`config.mk`:
```
export PLATFORM = sky130hd
export DESIGN_NAME = swf_bit_record_decoder_unit
export DESIGN_NICKNAME = d
export VERILOG_FILES = /design/src/rtl/sbrd_pkg.sv /design/src/rtl/swf_bit_record_decoder_unit.sv /design/src/rtl/sbrd_ctrl.sv /design/src/rtl/sbrd_datapath.sv
export SDC_FILE = /design/constraint.sdc
export NUM_CORES = 1
export LEC_CHECK = 0
export ABC_AREA = 1
export BUFFER_PORTS_ARGS = -buffer_cell sky130_fd_sc_hd__buf_2
export CAP_MARGIN = 20
export CORE_MARGIN = 8
export CORE_UTILIZATION = 57
export CTS_CLUSTER_DIAMETER = 120
export DETAILED_ROUTE_END_ITERATION = 12
export PLACE_DENSITY = 0.83
export REMOVE_ABC_BUFFERS = 1
export SLEW_MARGIN = 20
export SYNTH_ARGS = -nofsm -noshare
export SYNTH_HDL_FRONTEND = slang
export SYNTH_SLANG_ARGS = --single-unit
```
`constraint.sdc`:
```
create_clock -name clock -period 9.8 [get_ports clock]
set_clock_uncertainty 0.05 [all_clocks]
set_input_delay 0 -clock clock [delete_from_list [all_inputs] [get_ports clock]]
set_output_delay 0 -clock clock [all_outputs]
set_load 0.005 [all_outputs]
```
`src/rtl/sbrd_pkg.sv`:
```
// Shared types and constants for the bit-packed record decoder.
// Used by the controller, the datapath, the top level and the checker.
`default_nettype none

package sbrd_pkg;

   // Record kinds carried on the first byte of a record
   localparam logic [1:0] CMD_RECT   = 2'd0;
   localparam logic [1:0] CMD_MATRIX = 2'd1;
   localparam logic [1:0] CMD_CXFORM = 2'd2;
   localparam logic [1:0] CMD_NONE   = 2'd3;

   // Widths of the width fields and of the flag fields
   localparam logic [4:0] WIDTH_FIELD_BITS = 5'd5;
   localparam logic [4:0] CX_WIDTH_BITS    = 5'd4;
   localparam logic [4:0] FLAG_BITS        = 5'd1;

   // 1.0 in 16.16 form, given for an absent scale pair
   localparam logic [31:0] SCALE_ONE = 32'h0001_0000;

   // Output field codes
   typedef enum logic [4:0] {
      FC_RECT_XMIN = 5'd0,
      FC_RECT_XMAX = 5'd1,
      FC_RECT_YMIN = 5'd2,
      FC_RECT_YMAX = 5'd3,
      FC_SCALE_X   = 5'd4,
      FC_SCALE_Y   = 5'd5,
      FC_ROT0      = 5'd6,
      FC_ROT1      = 5'd7,
      FC_TRANS_X   = 5'd8,
      FC_TRANS_Y   = 5'd9,
      FC_MULT_R    = 5'd10,
      FC_MULT_G    = 5'd11,
      FC_MULT_B    = 5'd12,
      FC_MULT_A    = 5'd13,
      FC_ADD_R     = 5'd14,
      FC_ADD_G     = 5'd15,
      FC_ADD_B     = 5'd16,
      FC_ADD_A     = 5'd17
   } field_code_type;

   // Position within a record; consecutive codes follow record order
   typedef enum logic [4:0] {
      ST_IDLE      = 5'd0,
      ST_RECT_W    = 5'd1,
      ST_RECT_V0   = 5'd2,
      ST_RECT_V1   = 5'd3,
      ST_RECT_V2   = 5'd4,
      ST_RECT_V3   = 5'd5,
      ST_HAS_SCALE = 5'd6,
      ST_SCALE_W   = 5'd7,
      ST_SCALE_V0  = 5'd8,
      ST_SCALE_V1  = 5'd9,
      ST_HAS_ROT   = 5'd10,
      ST_ROT_W     = 5'd11,
      ST_ROT_V0    = 5'd12,
      ST_ROT_V1    = 5'd13,
      ST_TRANS_W   = 5'd14,
      ST_TRANS_V0  = 5'd15,
      ST_TRANS_V1  = 5'd16,
      ST_ADD_FLAG  = 5'd17,
      ST_MULT_FLAG = 5'd18,
      ST_CX_W      = 5'd19,
      ST_MULT_R    = 5'd20,
      ST_MULT_G    = 5'd21,
      ST_MULT_B    = 5'd22,
      ST_MULT_A    = 5'd23,
      ST_ADD_R     = 5'd24,
      ST_ADD_G     = 5'd25,
      ST_ADD_B     = 5'd26,
      ST_ADD_A     = 5'd27
   } step_type;

   // Controller states
   typedef enum logic {
      CS_IDLE = 1'b0,
      CS_RUN  = 1'b1
   } ctrl_state_type;

   typedef struct packed {
      logic [7:0] data_byte;
      logic [1:0] command;
   } req_payload_type;

   typedef struct packed {
      logic [4:0]         field_code;
      logic signed [31:0] value;
      logic               record_last;
   } rsp_payload_type;

   // Controller to datapath
   typedef struct packed {
      logic load;
      logic run;
   } ctrl_cmd_type;

   // Datapath to controller
   typedef struct packed {
      logic drop;
      logic done;
      logic out_free;
   } ctrl_status_type;

endpackage

`default_nettype wire

```
`src/rtl/swf_bit_record_decoder_unit.sv`:
```
// Top level of the bit-packed record decoder: controller plus datapath.
// Depends on sbrd_pkg, sbrd_ctrl and sbrd_datapath.
//
// Usage:
//   req_* carries one stream byte per transfer, consumed MSB first, with the
//   record kind in req_payload.command; the kind is looked at only on the
//   first byte of a record (kind 3 there drops the byte). rsp_* carries one
//   decoded field per transfer: code, sign-extended value, last-of-record.
//   A byte is loaded first; then the datapath runs one field step per cycle
//   while the output register is free, for each step the byte completes or
//   extends, width and flag steps and zero-width or absent fields included
//   (a colour transform with both flags clear and width zero runs 11 steps
//   in its first byte). A result appears in the output register the cycle
//   after the step that finishes it.
//   req_stall is high from the cycle after a load until the byte is used up.
//   While rsp_stall holds a waiting result, the datapath pauses on every
//   cycle, whether or not its next step emits a field.
//   Synchronous reset clears the decoder to await a record start and empties
//   the output register.
`default_nettype none

module swf_bit_record_decoder_unit (
   input  logic                      clock,
   input  logic                      reset,
   input  logic                      req_valid,
   output logic                      req_stall,
   input  sbrd_pkg::req_payload_type req_payload,
   output logic                      rsp_valid,
   input  logic                      rsp_stall,
   output sbrd_pkg::rsp_payload_type rsp_payload
);
   import sbrd_pkg::*;

   ctrl_cmd_type    cmd;
   ctrl_status_type status;

   sbrd_ctrl u_ctrl (
      .clock     (clock),
      .reset     (reset),
      .req_valid (req_valid),
      .req_stall (req_stall),
      .status    (status),
      .cmd       (cmd)
   );

   sbrd_datapath u_datapath (
      .clock       (clock),
      .reset       (reset),
      .req_payload (req_payload),
      .rsp_stall   (rsp_stall),
      .cmd         (cmd),
      .status      (status),
      .rsp_valid   (rsp_valid),
      .rsp_payload (rsp_payload)
   );

endmodule

`default_nettype wire

```
`src/rtl/sbrd_ctrl.sv`:
```
// Controller for the record decoder: sequences byte load and bit processing.
// Depends on sbrd_pkg; drives the datapath through ctrl_cmd_type.
`default_nettype none

module sbrd_ctrl (
   input  logic                     clock,
   input  logic                     reset,
   input  logic                     req_valid,
   output logic                     req_stall,
   input  sbrd_pkg::ctrl_status_type status,
   output sbrd_pkg::ctrl_cmd_type    cmd
);
   import sbrd_pkg::*;

   ctrl_state_type state_ff;
   ctrl_state_type state_in;

   // Next state
   always_comb begin
      state_in = state_ff;
      case (state_ff)
         CS_IDLE: begin
            if (req_valid && !status.drop) begin
               state_in = CS_RUN;
            end
         end
         CS_RUN: begin
            if (status.out_free && status.done) begin
               state_in = CS_IDLE;
            end
         end
         default: begin
            state_in = CS_IDLE;
         end
      endcase
   end

   // Outputs
   always_comb begin
      req_stall = 1'b1;
      cmd.load  = 1'b0;
      cmd.run   = 1'b0;
      case (state_ff)
         CS_IDLE: begin
            req_stall = 1'b0;
            cmd.load  = req_valid;
         end
         CS_RUN: begin
            cmd.run = status.out_free;
         end
         default: begin
            req_stall = 1'b1;
         end
      endcase
   end

   always_ff @(posedge clock) begin
      if (reset) begin
         state_ff <= CS_IDLE;
      end else begin
         state_ff <= state_in;
      end
   end

endmodule

`default_nettype wire

```
`src/rtl/sbrd_datapath.sv`:
```
// Datapath for the record decoder: bit buffer, field accumulator, record
// position and the result register. Depends on sbrd_pkg.
`default_nettype none

module sbrd_datapath (
   input  logic                      clock,
   input  logic                      reset,
   input  sbrd_pkg::req_payload_type req_payload,
   input  logic                      rsp_stall,
   input  sbrd_pkg::ctrl_cmd_type    cmd,
   output sbrd_pkg::ctrl_status_type status,
   output logic                      rsp_valid,
   output sbrd_pkg::rsp_payload_type rsp_payload
);
   import sbrd_pkg::*;

   // Bits a step takes from the stream
   function automatic logic [4:0] step_need(input step_type s, input logic [4:0] w);
      logic [4:0] n;
      case (s)
         ST_RECT_W, ST_SCALE_W, ST_ROT_W, ST_TRANS_W: n = WIDTH_FIELD_BITS;
         ST_CX_W:                                     n = CX_WIDTH_BITS;
         ST_HAS_SCALE, ST_HAS_ROT,
         ST_ADD_FLAG, ST_MULT_FLAG:                   n = FLAG_BITS;
         ST_IDLE:                                     n = 5'd0;
         default:                                     n = w;
      endcase
      return n;
   endfunction

   logic [7:0]      buf_ff, buf_in;
   logic [3:0]      bleft_ff, bleft_in;
   logic [31:0]     acc_ff, acc_in;
   logic [4:0]      need_ff, need_in;
   logic [4:0]      width_ff, width_in;
   logic [1:0]      pres_ff, pres_in;
   logic            fill_ff, fill_in;
   step_type        step_ff, step_in;
   logic            rsp_valid_ff, rsp_valid_in;
   rsp_payload_type rsp_ff, rsp_in;

   logic [3:0]      take;
   logic [31:0]     acc_cons;
   logic [7:0]      buf_cons;
   logic [3:0]      bleft_cons;
   logic [4:0]      need_cons;
   logic            field_done;
   logic [4:0]      wm1;
   logic [31:0]     sext_val;
   step_type        start_step;

   step_type        nstep;
   logic [4:0]      nwidth;
   logic [1:0]      npres;
   logic            nfill;
   logic [4:0]      nneed;
   logic            emit;
   logic [4:0]      ecode;
   logic [31:0]     eval;
   logic            elast;

   // Take as many bits as the field needs and the byte still holds
   always_comb begin
      if (need_ff < {1'b0, bleft_ff}) begin
         take = need_ff[3:0];
      end else begin
         take = bleft_ff;
      end
      acc_cons   = (acc_ff << take) | ({24'd0, buf_ff} >> (4'd8 - take));
      buf_cons   = buf_ff << take;
      bleft_cons = bleft_ff - take;
      need_cons  = need_ff - {1'b0, take};
      field_done = (need_cons == 5'd0);
   end

   // Sign-extend a completed value from the current width
   always_comb begin
      wm1      = width_ff - 5'd1;
      sext_val = acc_cons;
      if ((width_ff != 5'd0) && acc_cons[wm1]) begin
         sext_val = acc_cons | (32'hFFFF_FFFF << width_ff);
      end
   end

   // Act on a completed field; absent terms walk the value steps in fill mode
   always_comb begin
      nstep  = step_type'(step_ff + 5'd1);
      nwidth = width_ff;
      npres  = pres_ff;
      nfill  = fill_ff;
      emit   = 1'b0;
      ecode  = FC_RECT_XMIN;
      eval   = fill_ff ? 32'd0 : sext_val;
      elast  = 1'b0;
      case (step_ff)
         ST_RECT_W, ST_SCALE_W, ST_ROT_W, ST_TRANS_W: begin
            nwidth = acc_cons[4:0];
         end
         ST_RECT_V0: begin
            emit  = 1'b1;
            ecode = FC_RECT_XMIN;
         end
         ST_RECT_V1: begin
            emit  = 1'b1;
            ecode = FC_RECT_XMAX;
         end
         ST_RECT_V2: begin
            emit  = 1'b1;
            ecode = FC_RECT_YMIN;
         end
         ST_RECT_V3: begin
            emit  = 1'b1;
            ecode = FC_RECT_YMAX;
            elast = 1'b1;
            nstep = ST_IDLE;
         end
         ST_HAS_SCALE: begin
            if (!acc_cons[0]) begin
               nstep = ST_SCALE_V0;
               nfill = 1'b1;
            end
         end
         ST_SCALE_V0: begin
            emit  = 1'b1;
            ecode = FC_SCALE_X;
            eval  = fill_ff ? SCALE_ONE : sext_val;
         end
         ST_SCALE_V1: begin
            emit  = 1'b1;
            ecode = FC_SCALE_Y;
            eval  = fill_ff ? SCALE_ONE : sext_val;
            nfill = 1'b0;
         end
         ST_HAS_ROT: begin
            if (!acc_cons[0]) begin
               nstep = ST_ROT_V0;
               nfill = 1'b1;
            end
         end
         ST_ROT_V0: begin
            emit  = 1'b1;
            ecode = FC_ROT0;
         end
         ST_ROT_V1: begin
            emit  = 1'b1;
            ecode = FC_ROT1;
            nfill = 1'b0;
         end
         ST_TRANS_V0: begin
            emit  = 1'b1;
            ecode = FC_TRANS_X;
         end
         ST_TRANS_V1: begin
            emit  = 1'b1;
            ecode = FC_TRANS_Y;
            elast = 1'b1;
            nstep = ST_IDLE;
         end
         ST_ADD_FLAG: begin
            npres[1] = acc_cons[0];
         end
         ST_MULT_FLAG: begin
            npres[0] = acc_cons[0];
         end
         ST_CX_W: begin
            nwidth = {1'b0, acc_cons[3:0]};
            nfill  = !pres_ff[0];
         end
         ST_MULT_R: begin
            emit  = 1'b1;
            ecode = FC_MULT_R;
         end
         ST_MULT_G: begin
            emit  = 1'b1;
            ecode = FC_MULT_G;
         end
         ST_MULT_B: begin
            emit  = 1'b1;
            ecode = FC_MULT_B;
         end
         ST_MULT_A: begin
            emit  = 1'b1;
            ecode = FC_MULT_A;
            nfill = !pres_ff[1];
         end
         ST_ADD_R: begin
            emit  = 1'b1;
            ecode = FC_ADD_R;
         end
         ST_ADD_G: begin
            emit  = 1'b1;
            ecode = FC_ADD_G;
         end
         ST_ADD_B: begin
            emit  = 1'b1;
            ecode = FC_ADD_B;
         end
         ST_ADD_A: begin
            emit  = 1'b1;
            ecode = FC_ADD_A;
            elast = 1'b1;
            nstep = ST_IDLE;
            nfill = 1'b0;
         end
         default: begin
            nstep = ST_IDLE;
            nfill = 1'b0;
         end
      endcase
      if (nstep == ST_IDLE || nfill) begin
         nneed = 5'd0;
      end else begin
         nneed = step_need(nstep, nwidth);
      end
   end

   // First step of a new record
   always_comb begin
      case (req_payload.command)
         CMD_RECT:   start_step = ST_RECT_W;
         CMD_MATRIX: start_step = ST_HAS_SCALE;
         default:    start_step = ST_ADD_FLAG;
      endcase
   end

   // Status to the controller
   always_comb begin
      status.drop     = (step_ff == ST_IDLE) && (req_payload.command == CMD_NONE);
      status.done     = !field_done || (nstep == ST_IDLE) ||
                        ((nneed != 5'd0) && (bleft_cons == 4'd0));
      status.out_free = !rsp_valid_ff || !rsp_stall;
   end

   // Next register values
   always_comb begin
      buf_in       = buf_ff;
      bleft_in     = bleft_ff;
      acc_in       = acc_ff;
      need_in      = need_ff;
      width_in     = width_ff;
      pres_in      = pres_ff;
      fill_in      = fill_ff;
      step_in      = step_ff;
      rsp_valid_in = rsp_valid_ff;
      rsp_in       = rsp_ff;

      // Load a byte; open a record when none is in progress
      if (cmd.load && !status.drop) begin
         buf_in   = req_payload.data_byte;
         bleft_in = 4'd8;
         if (step_ff == ST_IDLE) begin
            pres_in  = 2'd0;
            width_in = 5'd0;
            fill_in  = 1'b0;
            step_in  = start_step;
            need_in  = step_need(start_step, 5'd0);
            acc_in   = 32'd0;
         end
      end

      // Drop a taken result
      if (!rsp_stall) begin
         rsp_valid_in = 1'b0;
      end

      // Advance over the byte
      if (cmd.run) begin
         buf_in   = buf_cons;
         bleft_in = bleft_cons;
         if (!field_done) begin
            acc_in  = acc_cons;
            need_in = need_cons;
         end else begin
            step_in  = nstep;
            width_in = nwidth;
            pres_in  = npres;
            fill_in  = nfill;
            need_in  = nneed;
            acc_in   = 32'd0;
            if (emit) begin
               rsp_valid_in       = 1'b1;
               rsp_in.field_code  = ecode;
               rsp_in.value       = eval;
               rsp_in.record_last = elast;
            end
         end
      end
   end

   always_ff @(posedge clock) begin
      if (reset) begin
         bleft_ff     <= 4'd0;
         acc_ff       <= 32'd0;
         need_ff      <= 5'd0;
         width_ff     <= 5'd0;
         pres_ff      <= 2'd0;
         fill_ff      <= 1'b0;
         step_ff      <= ST_IDLE;
         rsp_valid_ff <= 1'b0;
      end else begin
         bleft_ff     <= bleft_in;
         acc_ff       <= acc_in;
         need_ff      <= need_in;
         width_ff     <= width_in;
         pres_ff      <= pres_in;
         fill_ff      <= fill_in;
         step_ff      <= step_in;
         rsp_valid_ff <= rsp_valid_in;
      end
   end

   // Payload registers
   always_ff @(posedge clock) begin
      buf_ff <= buf_in;
      rsp_ff <= rsp_in;
   end

   assign rsp_valid   = rsp_valid_ff;
   assign rsp_payload = rsp_ff;

endmodule

`default_nettype wire

```
==> run summary, run 1 <==
Die Width - 131 µm
Routed WL - 20.7 mm
IO Port Bufs - 53
Synth Area in XOR/XNOR - 0.00923
Endpoints failing setup - 0
Seq/Total Area, Yosys - 0.330
Yosys top cell area share - 0.182
CP Data Arrival Time - 5.54 ns
Worst rel slew slack - 0.317
Area Growth Syn to Fin - 7.91%
Vias per cell - 5.72
RSZ-0062 raised after global routing - false
Max cap viols - 0
Hold WC Path Type - primary input to flip-flop
Worst-Skew Late Latency - 0.36 ns
Ports - 54
H-tree depth - 3
Worst path bufs/invs - 4
Fin crit share - 0.570
Worst Setup Start Kind - flip-flop
Met2 wire length - 9.43 mm
Drc violations - 0
DRT Pass-1 Iters - 7
Post-synth EDFFs - 46
CTS root buf - clkbuf_16
Core Area - 0.0131 mm²
Largest cells by area after synthesis - edfxtp_1, nand2_1, dfxtp_1, inv_1, a21oi_1
Fraction of layout cells with a size suffix above 1 - 0.105
Resized Gates After CTS - 0
N_diodes - 0
Synthesized area - 0.00759 mm²
Complex-gate fraction of the synthesized area - 0.219
Crit path max-delay family - simple AND/OR/NAND/NOR gates
CTS Buffer Depth - 2
Post-CTS setup buffer count - 0
Die H - 131 µm
Worst slew pin tran - 1.02 ns
Hold Buf Count CTS - 12
Commonest cells after routing, fill and taps aside - nand2_1, inv_1, a21oi_1, nor2_1, o21ai_1
Cell taking the most area after synthesis - edfxtp_1
Ys Warns - 0
Most common cell after layout, fill and taps aside - nand2_1
Synth Area in Simple Gates - 0.301
Status - completed
CTS Buf Count - 9
CP max-delay cell - o21ai_2
Final nets - 1216
Initial Utilization - 0.578
Largest family of logic cells by synthesized area - simple AND/OR/NAND/NOR gates
Largest net degree at the start of global routing - 54
Cell count after synthesis - 1165
Wire per inst - 15.1 µm
Fillcell total - 1244
Wire length on met3 - 1.52 mm
Fmax - 179 MHz
Avg Cell Area, Syn - 6.52 µm²
Worst-path maximum fanout - 38
Setup TNS - 0 ns
Dpl hpwl - 15.0 mm
CTS sink cnt - 102
Gr usage total - 0.236
Fin worst setup slack - 4.21 ns
Routed metal-1 wirelength - 8.93 mm
Placer Congestion - 0.977
Post-synth ARST share - 0
CTS clk-pin slew, worst paths - 0.07 ns
Setup WS pre-CTS - 4.35 ns
GRT overflow - 0
Distinct cells, synth - 42
Max stage delay on crit path - 0.76 ns
Crit Path Category - flip-flop to flip-flop
Max Used Layer - met4
Num rows - 42
Final min period - 5.59 ns
Slew Viols, Final - 0
Synth Register Bits - 102
Final Hold Viols - 0
Synth Area in Adders - 0.0313
Critical-path cell list - inv_1 > ha_1 > nand2_1 > nor2_2 > nor2_8 > nand2_4 > o21ai_2 > inv_1 > ha_1 > a21oi_1 > nand2_1 > xor2_1 > nand3_1 > nor2_1 > nand2_1 > inv_1 > buf_4
Vias - 7808
First-pass GRT wire length - 34.3 mm
Ys flop type - dfxtp_1
CTS tree - built
Worst Path Required - 9.76 ns
DR iter-0 viols - 1005
Antenna violations before repair - 0
Multiplexer area fraction after synthesis - 0.00264
Total Die Area - 0.0173 mm²
Vias in the first global route - 7090
Post-DRT Antenna Nets - 0
CP Capture Type - flip-flop
-- synthesized netlist by cell type, types with 3 or more instances --
cell type,number
a21oi_1,92
a31oi_1,16
a32o_1,4
buf_1,3
buf_2,18
buf_6,8
clkbuf_1,32
dfxtp_1,56
edfxtp_1,46
ha_1,19
inv_1,123
inv_2,11
nand2_1,328
nand2_2,15
nand2_4,4
nand3_1,58
nand3_2,5
nand4_1,8
nor2_1,90
nor2_2,6
nor3_1,11
o211ai_1,12
o21a_1,6
o21ai_0,70
o21ai_1,77
o21ai_2,4
o22ai_1,12
or2_1,3
or2_2,4
xor2_1,8
-- stage by stage --
stage               cells   util  hold slack, ns  cell area [µm²]
floorplan            1104      -          0.0124             7280
global placement     1336  0.593           0.231             7790
detailed placement   1336  0.593           0.234             7790
CTS                  1364  0.624           0.121             8190
global route         1364  0.624           0.189             8190
finish               1364  0.624           0.146             8190
-- layout make-up --
cell class	count	area [µm²]	area share
well taps	176	220	0.0269
multi-input cells	868	4280	0.523
flip-flops and latches	102	2500	0.305
clock buffers	11	236	0.0289
repair buffers	68	408	0.0498
inverters	134	503	0.0614
clock inverters	5	42.5	0.00519
-- final timing paths --
kind | start | to | slack (ns) | cells after the start
setup / recovery | u_datapath.bleft_ff[3] | u_datapath.rsp_payload[4] | 4.21 | 17
hold / removal | req_payload[0] | u_datapath.step_ff[2] | 0.15 | 7
setup reg to reg | u_datapath.bleft_ff[3] | u_datapath.rsp_payload[4] | 4.21 | 17
hold reg to reg | u_datapath.acc_ff[26] | u_datapath.acc_ff[26] | 0.42 | 2
-- worst register-to-register path, cell delays in order (launching register included) --
cell,delay (ns)
dfxtp_1,0.36
inv_1,0.08
ha_1,0.29
nand2_1,0.10
nor2_2,0.07
nor2_8,0.15
nand2_4,0.11
o21ai_2,0.76
inv_1,0.75
ha_1,0.56
a21oi_1,0.15
nand2_1,0.08
xor2_1,0.19
nand3_1,0.20
nor2_1,0.63
nand2_1,0.19
inv_1,0.09
buf_4,0.39
-- metal layers --
| metal | GRT usage | up-vias |
|---|---|---|
| met1 | 0.303 | 3471 |
| met5 | 0 | - |
| met3 | 0.0480 | 72 |
| met4 | 0.110 | 0 |
| li1 | - | 3901 |
| met2 | 0.374 | 364 |
-- registers in the layout (all words and copies together) (netlist names) --
| name | flops |
|---|---|
| u_datapath.rsp_payload | 38 |
| u_datapath.acc_ff | 32 |
| u_datapath.buf_ff | 8 |
| u_datapath.need_ff | 5 |
| u_datapath.step_ff | 5 |
| u_datapath.width_ff | 5 |
| u_datapath.bleft_ff | 4 |
| u_datapath.pres_ff | 2 |
| u_ctrl.state_ff | 1 |
| u_datapath.fill_ff | 1 |
| u_datapath.rsp_valid | 1 |
-- logic make-up (layout without fill, tap and decap cells) --
kind of cell	after synthesis	count (layout)
AND/OR/NAND/NOR	536	536
AO/OA/AOI/OAI	303	303
buffers and inverters	195	218
flip-flops	102	102
adder cells (fa/ha/maj)	19	19
XOR/XNOR	8	8
multiplexers	2	2
Power of run 1 is left out: the tool's default activity adds up to more than one toggle a clock period on the data nets, which glitch-free logic cannot reach.
==> run 2: changes to the inputs <==
--- a/config.mk
+++ b/config.mk
@@ -9,10 +9,10 @@
 export BUFFER_PORTS_ARGS = -buffer_cell sky130_fd_sc_hd__buf_2
 export CAP_MARGIN = 20
 export CORE_MARGIN = 8
-export CORE_UTILIZATION = 57
+export CORE_UTILIZATION = 56
 export CTS_CLUSTER_DIAMETER = 120
 export DETAILED_ROUTE_END_ITERATION = 12
-export PLACE_DENSITY = 0.83
+export PLACE_DENSITY = 0.85
 export REMOVE_ABC_BUFFERS = 1
 export SLEW_MARGIN = 20
 export SYNTH_ARGS = -nofsm -noshare
==> constraint.sdc (replaced) <==
create_clock -name clock -period 4.6 [get_ports clock]
set_clock_uncertainty 0.05 [all_clocks]
set_input_delay 0 -clock clock [delete_from_list [all_inputs] [get_ports clock]]
set_output_delay 0 -clock clock [all_outputs]
set_load 0.005 [all_outputs]
==> run 2 against run 1 <==
  * Fmax increased by 33%
  * Non-clock buffer count increased by 14
  * First-iteration DRC count decreased by 7.3%
  * Global-route usage increased by 0.25 points
  * Die area increased by 1.6%
  * Final cell count increased by 1.0%
  * Largest cell class unchanged
==> run summary, run 2 (synthesis results as in run 1) <==
Fmax - 238 MHz (+33%)
Status - completed
CTS Buf Count - 9 (unchanged)
Worst R2R Start - u_datapath.bleft_ff[1]
Hold Crit Start - req_payload[0]
R2R setup slack - 0.41 ns (-3.81 ns)
Die H - 132 µm (+0.78%)
Worst Path Required - 4.75 ns (-5.01 ns)
Final min period - 4.19 ns (-1.39 ns)
Initial Utilization - 0.573 (-0.00459)
Max cap viols - 0 (unchanged)
Placer Congestion - 1.01 (+3.0%)
Fin crit share - 0.912 (+0.342)
Routed WL - 21.5 mm (+4.2%)
Final Hold Viols - 0 (unchanged)
Post-DRT Antenna Nets - 0 (unchanged)
Commonest cells after routing, fill and taps aside - nand2_1, inv_1, a21oi_1, nor2_1, o21ai_1
Vias - 7974 (+2.1%)
Crit Path Category - flip-flop to flip-flop
Final nets - 1230 (+1.2%)
Worst-path maximum fanout - 24 (-37%)
CTS clk-pin slew, worst paths - 0.07 ns (about the same)
Most common cell after layout, fill and taps aside - nand2_1
Worst-Skew Late Latency - 0.36 ns (about the same)
R2R depth - 24 (+7)
First-pass GRT wire length - 35.1 mm (+2.2%)
CP Data Arrival Time - 4.35 ns (-1.19 ns)
Core Area - 0.0132 mm² (+0.80%)
Post-Layout Cell Count - 1378 (+1.0%)
Total Die Area - 0.0175 mm² (+1.6%)
Num rows - 42 (unchanged)
DP Area - 0.00792 mm² (+1.7%)
N_diodes - 0 (unchanged)
RSZ-0062 raised after global routing - false
Area Growth Syn to Fin - 10.3%
DR iter-0 viols - 932 (-7.3%)
Largest net degree at the start of global routing - 54 (unchanged)
Slew Viols, Final - 0 (unchanged)
Hold WC Path Type - primary input to flip-flop
Antenna violations before repair - 0 (unchanged)
Gr usage total - 0.238 (+0.00246)
Worst slew pin tran - 1.04 ns (+0.0129 ns)
Vias per cell - 5.79 (+1.1%)
Hold Path Sink - u_datapath.step_ff[0]
Fraction of layout cells with a size suffix above 1 - 0.116 (+0.0104)
Post-CTS setup buffer count - 0 (unchanged)
Worst Setup Start Kind - flip-flop
Drc violations - 0 (unchanged)
CTS Buffer Depth - 2 (unchanged)
Die Width - 132 µm (+0.78%)
Ports - 54 (unchanged)
Endpoints failing setup - 0 (unchanged)
Vias in the first global route - 7233 (+2.0%)
CTS tree - built
CTS root buf - clkbuf_16
H-tree depth - 3 (unchanged)
Wire per inst - 15.6 µm (+3.1%)
Max reg flops - 38 (unchanged)
Dpl hpwl - 15.8 mm (+5.2%)
Reg-to-Reg End - u_datapath.rsp_payload[13]
Fillcell total - 1213 (-2.5%)
Worst rel slew slack - 0.309 (-0.00863)
Dpl cells - 1350 (+1.0%)
IO Port Bufs - 53 (unchanged)
CP Capture Type - flip-flop
DRT Pass-1 Iters - 6 (-1)
Hold-critical path depth - 6 (-1)
Design Area, Final - 0.00838 mm² (+2.2%)
GRT overflow - 0 (unchanged)
CTS sink cnt - 102 (unchanged)
[run 2: cell count changes in the layout (fill, tap and decap cells not counted)]
cell / before / now
nand2_2: 16 / 14
nand2_8: 0 / 1
inv_6: 3 / 1
buf_4: 3 / 15
clkinv_4: 1 / 0
nand2_1: 327 / 328
inv_8: 0 / 3
clkbuf_1: 1 / 0
clkinv_8: 0 / 1
bufinv_16: 0 / 1
buf_12: 0 / 2
clkbuf_4: 1 / 0
[run 2: worst max path at each step]
stage               slack (ns)                         end  cells past startpoint                   start
detailed placement        0.40  u_datapath.rsp_payload[13]                     24  u_datapath.bleft_ff[1]
floorplan                -0.36   u_datapath.rsp_payload[0]                     16  u_datapath.bleft_ff[3]
finish                    0.41  u_datapath.rsp_payload[13]                     24  u_datapath.bleft_ff[1]
global placement          0.57   u_datapath.rsp_payload[8]                     25  u_datapath.bleft_ff[3]
CTS                       0.37  u_datapath.rsp_payload[13]                     24  u_datapath.bleft_ff[1]
global route              0.08   u_datapath.rsp_payload[4]                     24  u_datapath.bleft_ff[1]
[run 2: routing by layer]
metal | track usage | share of wire
met5 | 0 | 0
met4 | 0.111 | 0.042
met3 | 0.0553 | 0.083
met2 | 0.388 | 0.46
met1 | 0.294 | 0.41
[run 2: worst max-delay path, stage by stage, from the launching register on]
cell,delay (ns)
dfxtp_1,0.39
inv_1,0.11
ha_1,0.29
inv_1,0.04
nor2_2,0.11
nand3_4,0.12
nand2_4,0.15
nand2_2,0.10
nand2_4,0.23
nand2_2,0.16
nor2_2,0.20
nand2_1,0.11
nand2_2,0.14
nand2_1,0.09
o22ai_1,0.27
a21oi_1,0.11
o21ai_0,0.13
o21ai_1,0.10
o211ai_1,0.18
nand3_1,0.11
nand2_2,0.25
nand2_4,0.13
inv_2,0.21
nand2_1,0.08
a21oi_1,0.15
[run 2: area by class of cell]
| class | count | area [µm²] | area share |
|---|---|---|---|
| Clock buffer | 9 | 225 | 0.0269 |
| Clock inverter | 7 | 96.3 | 0.0115 |
| Inverter | 134 | 503 | 0.0600 |
| Multi-Input combinational cell | 868 | 4290 | 0.512 |
| Sequential cell | 102 | 2500 | 0.299 |
| Tap cell | 176 | 220 | 0.0263 |
| Timing Repair Buffer | 82 | 538 | 0.0642 |
[run 2: repair_timing]
action,CTS,global route
hold endpoints to repair,12,0
setup endpoints to repair,0,12
resized for setup,0,2
hold buffers,12,0
[run 2: metrics by stage]
| step | util | setup slack (ns) | setup TNS (ns) | hold slack [ns] |
|---|---|---|---|---|
| final | 0.633 | 0.406 | 0 | 0.117 |
| after global placement | 0.598 | 0.568 | 0 | 0.228 |
| after floorplan | - | -0.356 | -13.56 | 0.0124 |
| after detailed placement | 0.598 | 0.404 | 0 | 0.241 |
| after global routing | 0.633 | 0.0843 | 0 | 0.150 |
| after CTS | 0.632 | 0.370 | 0 | 0.106 |
Power of run 2 is left out for the same reason.
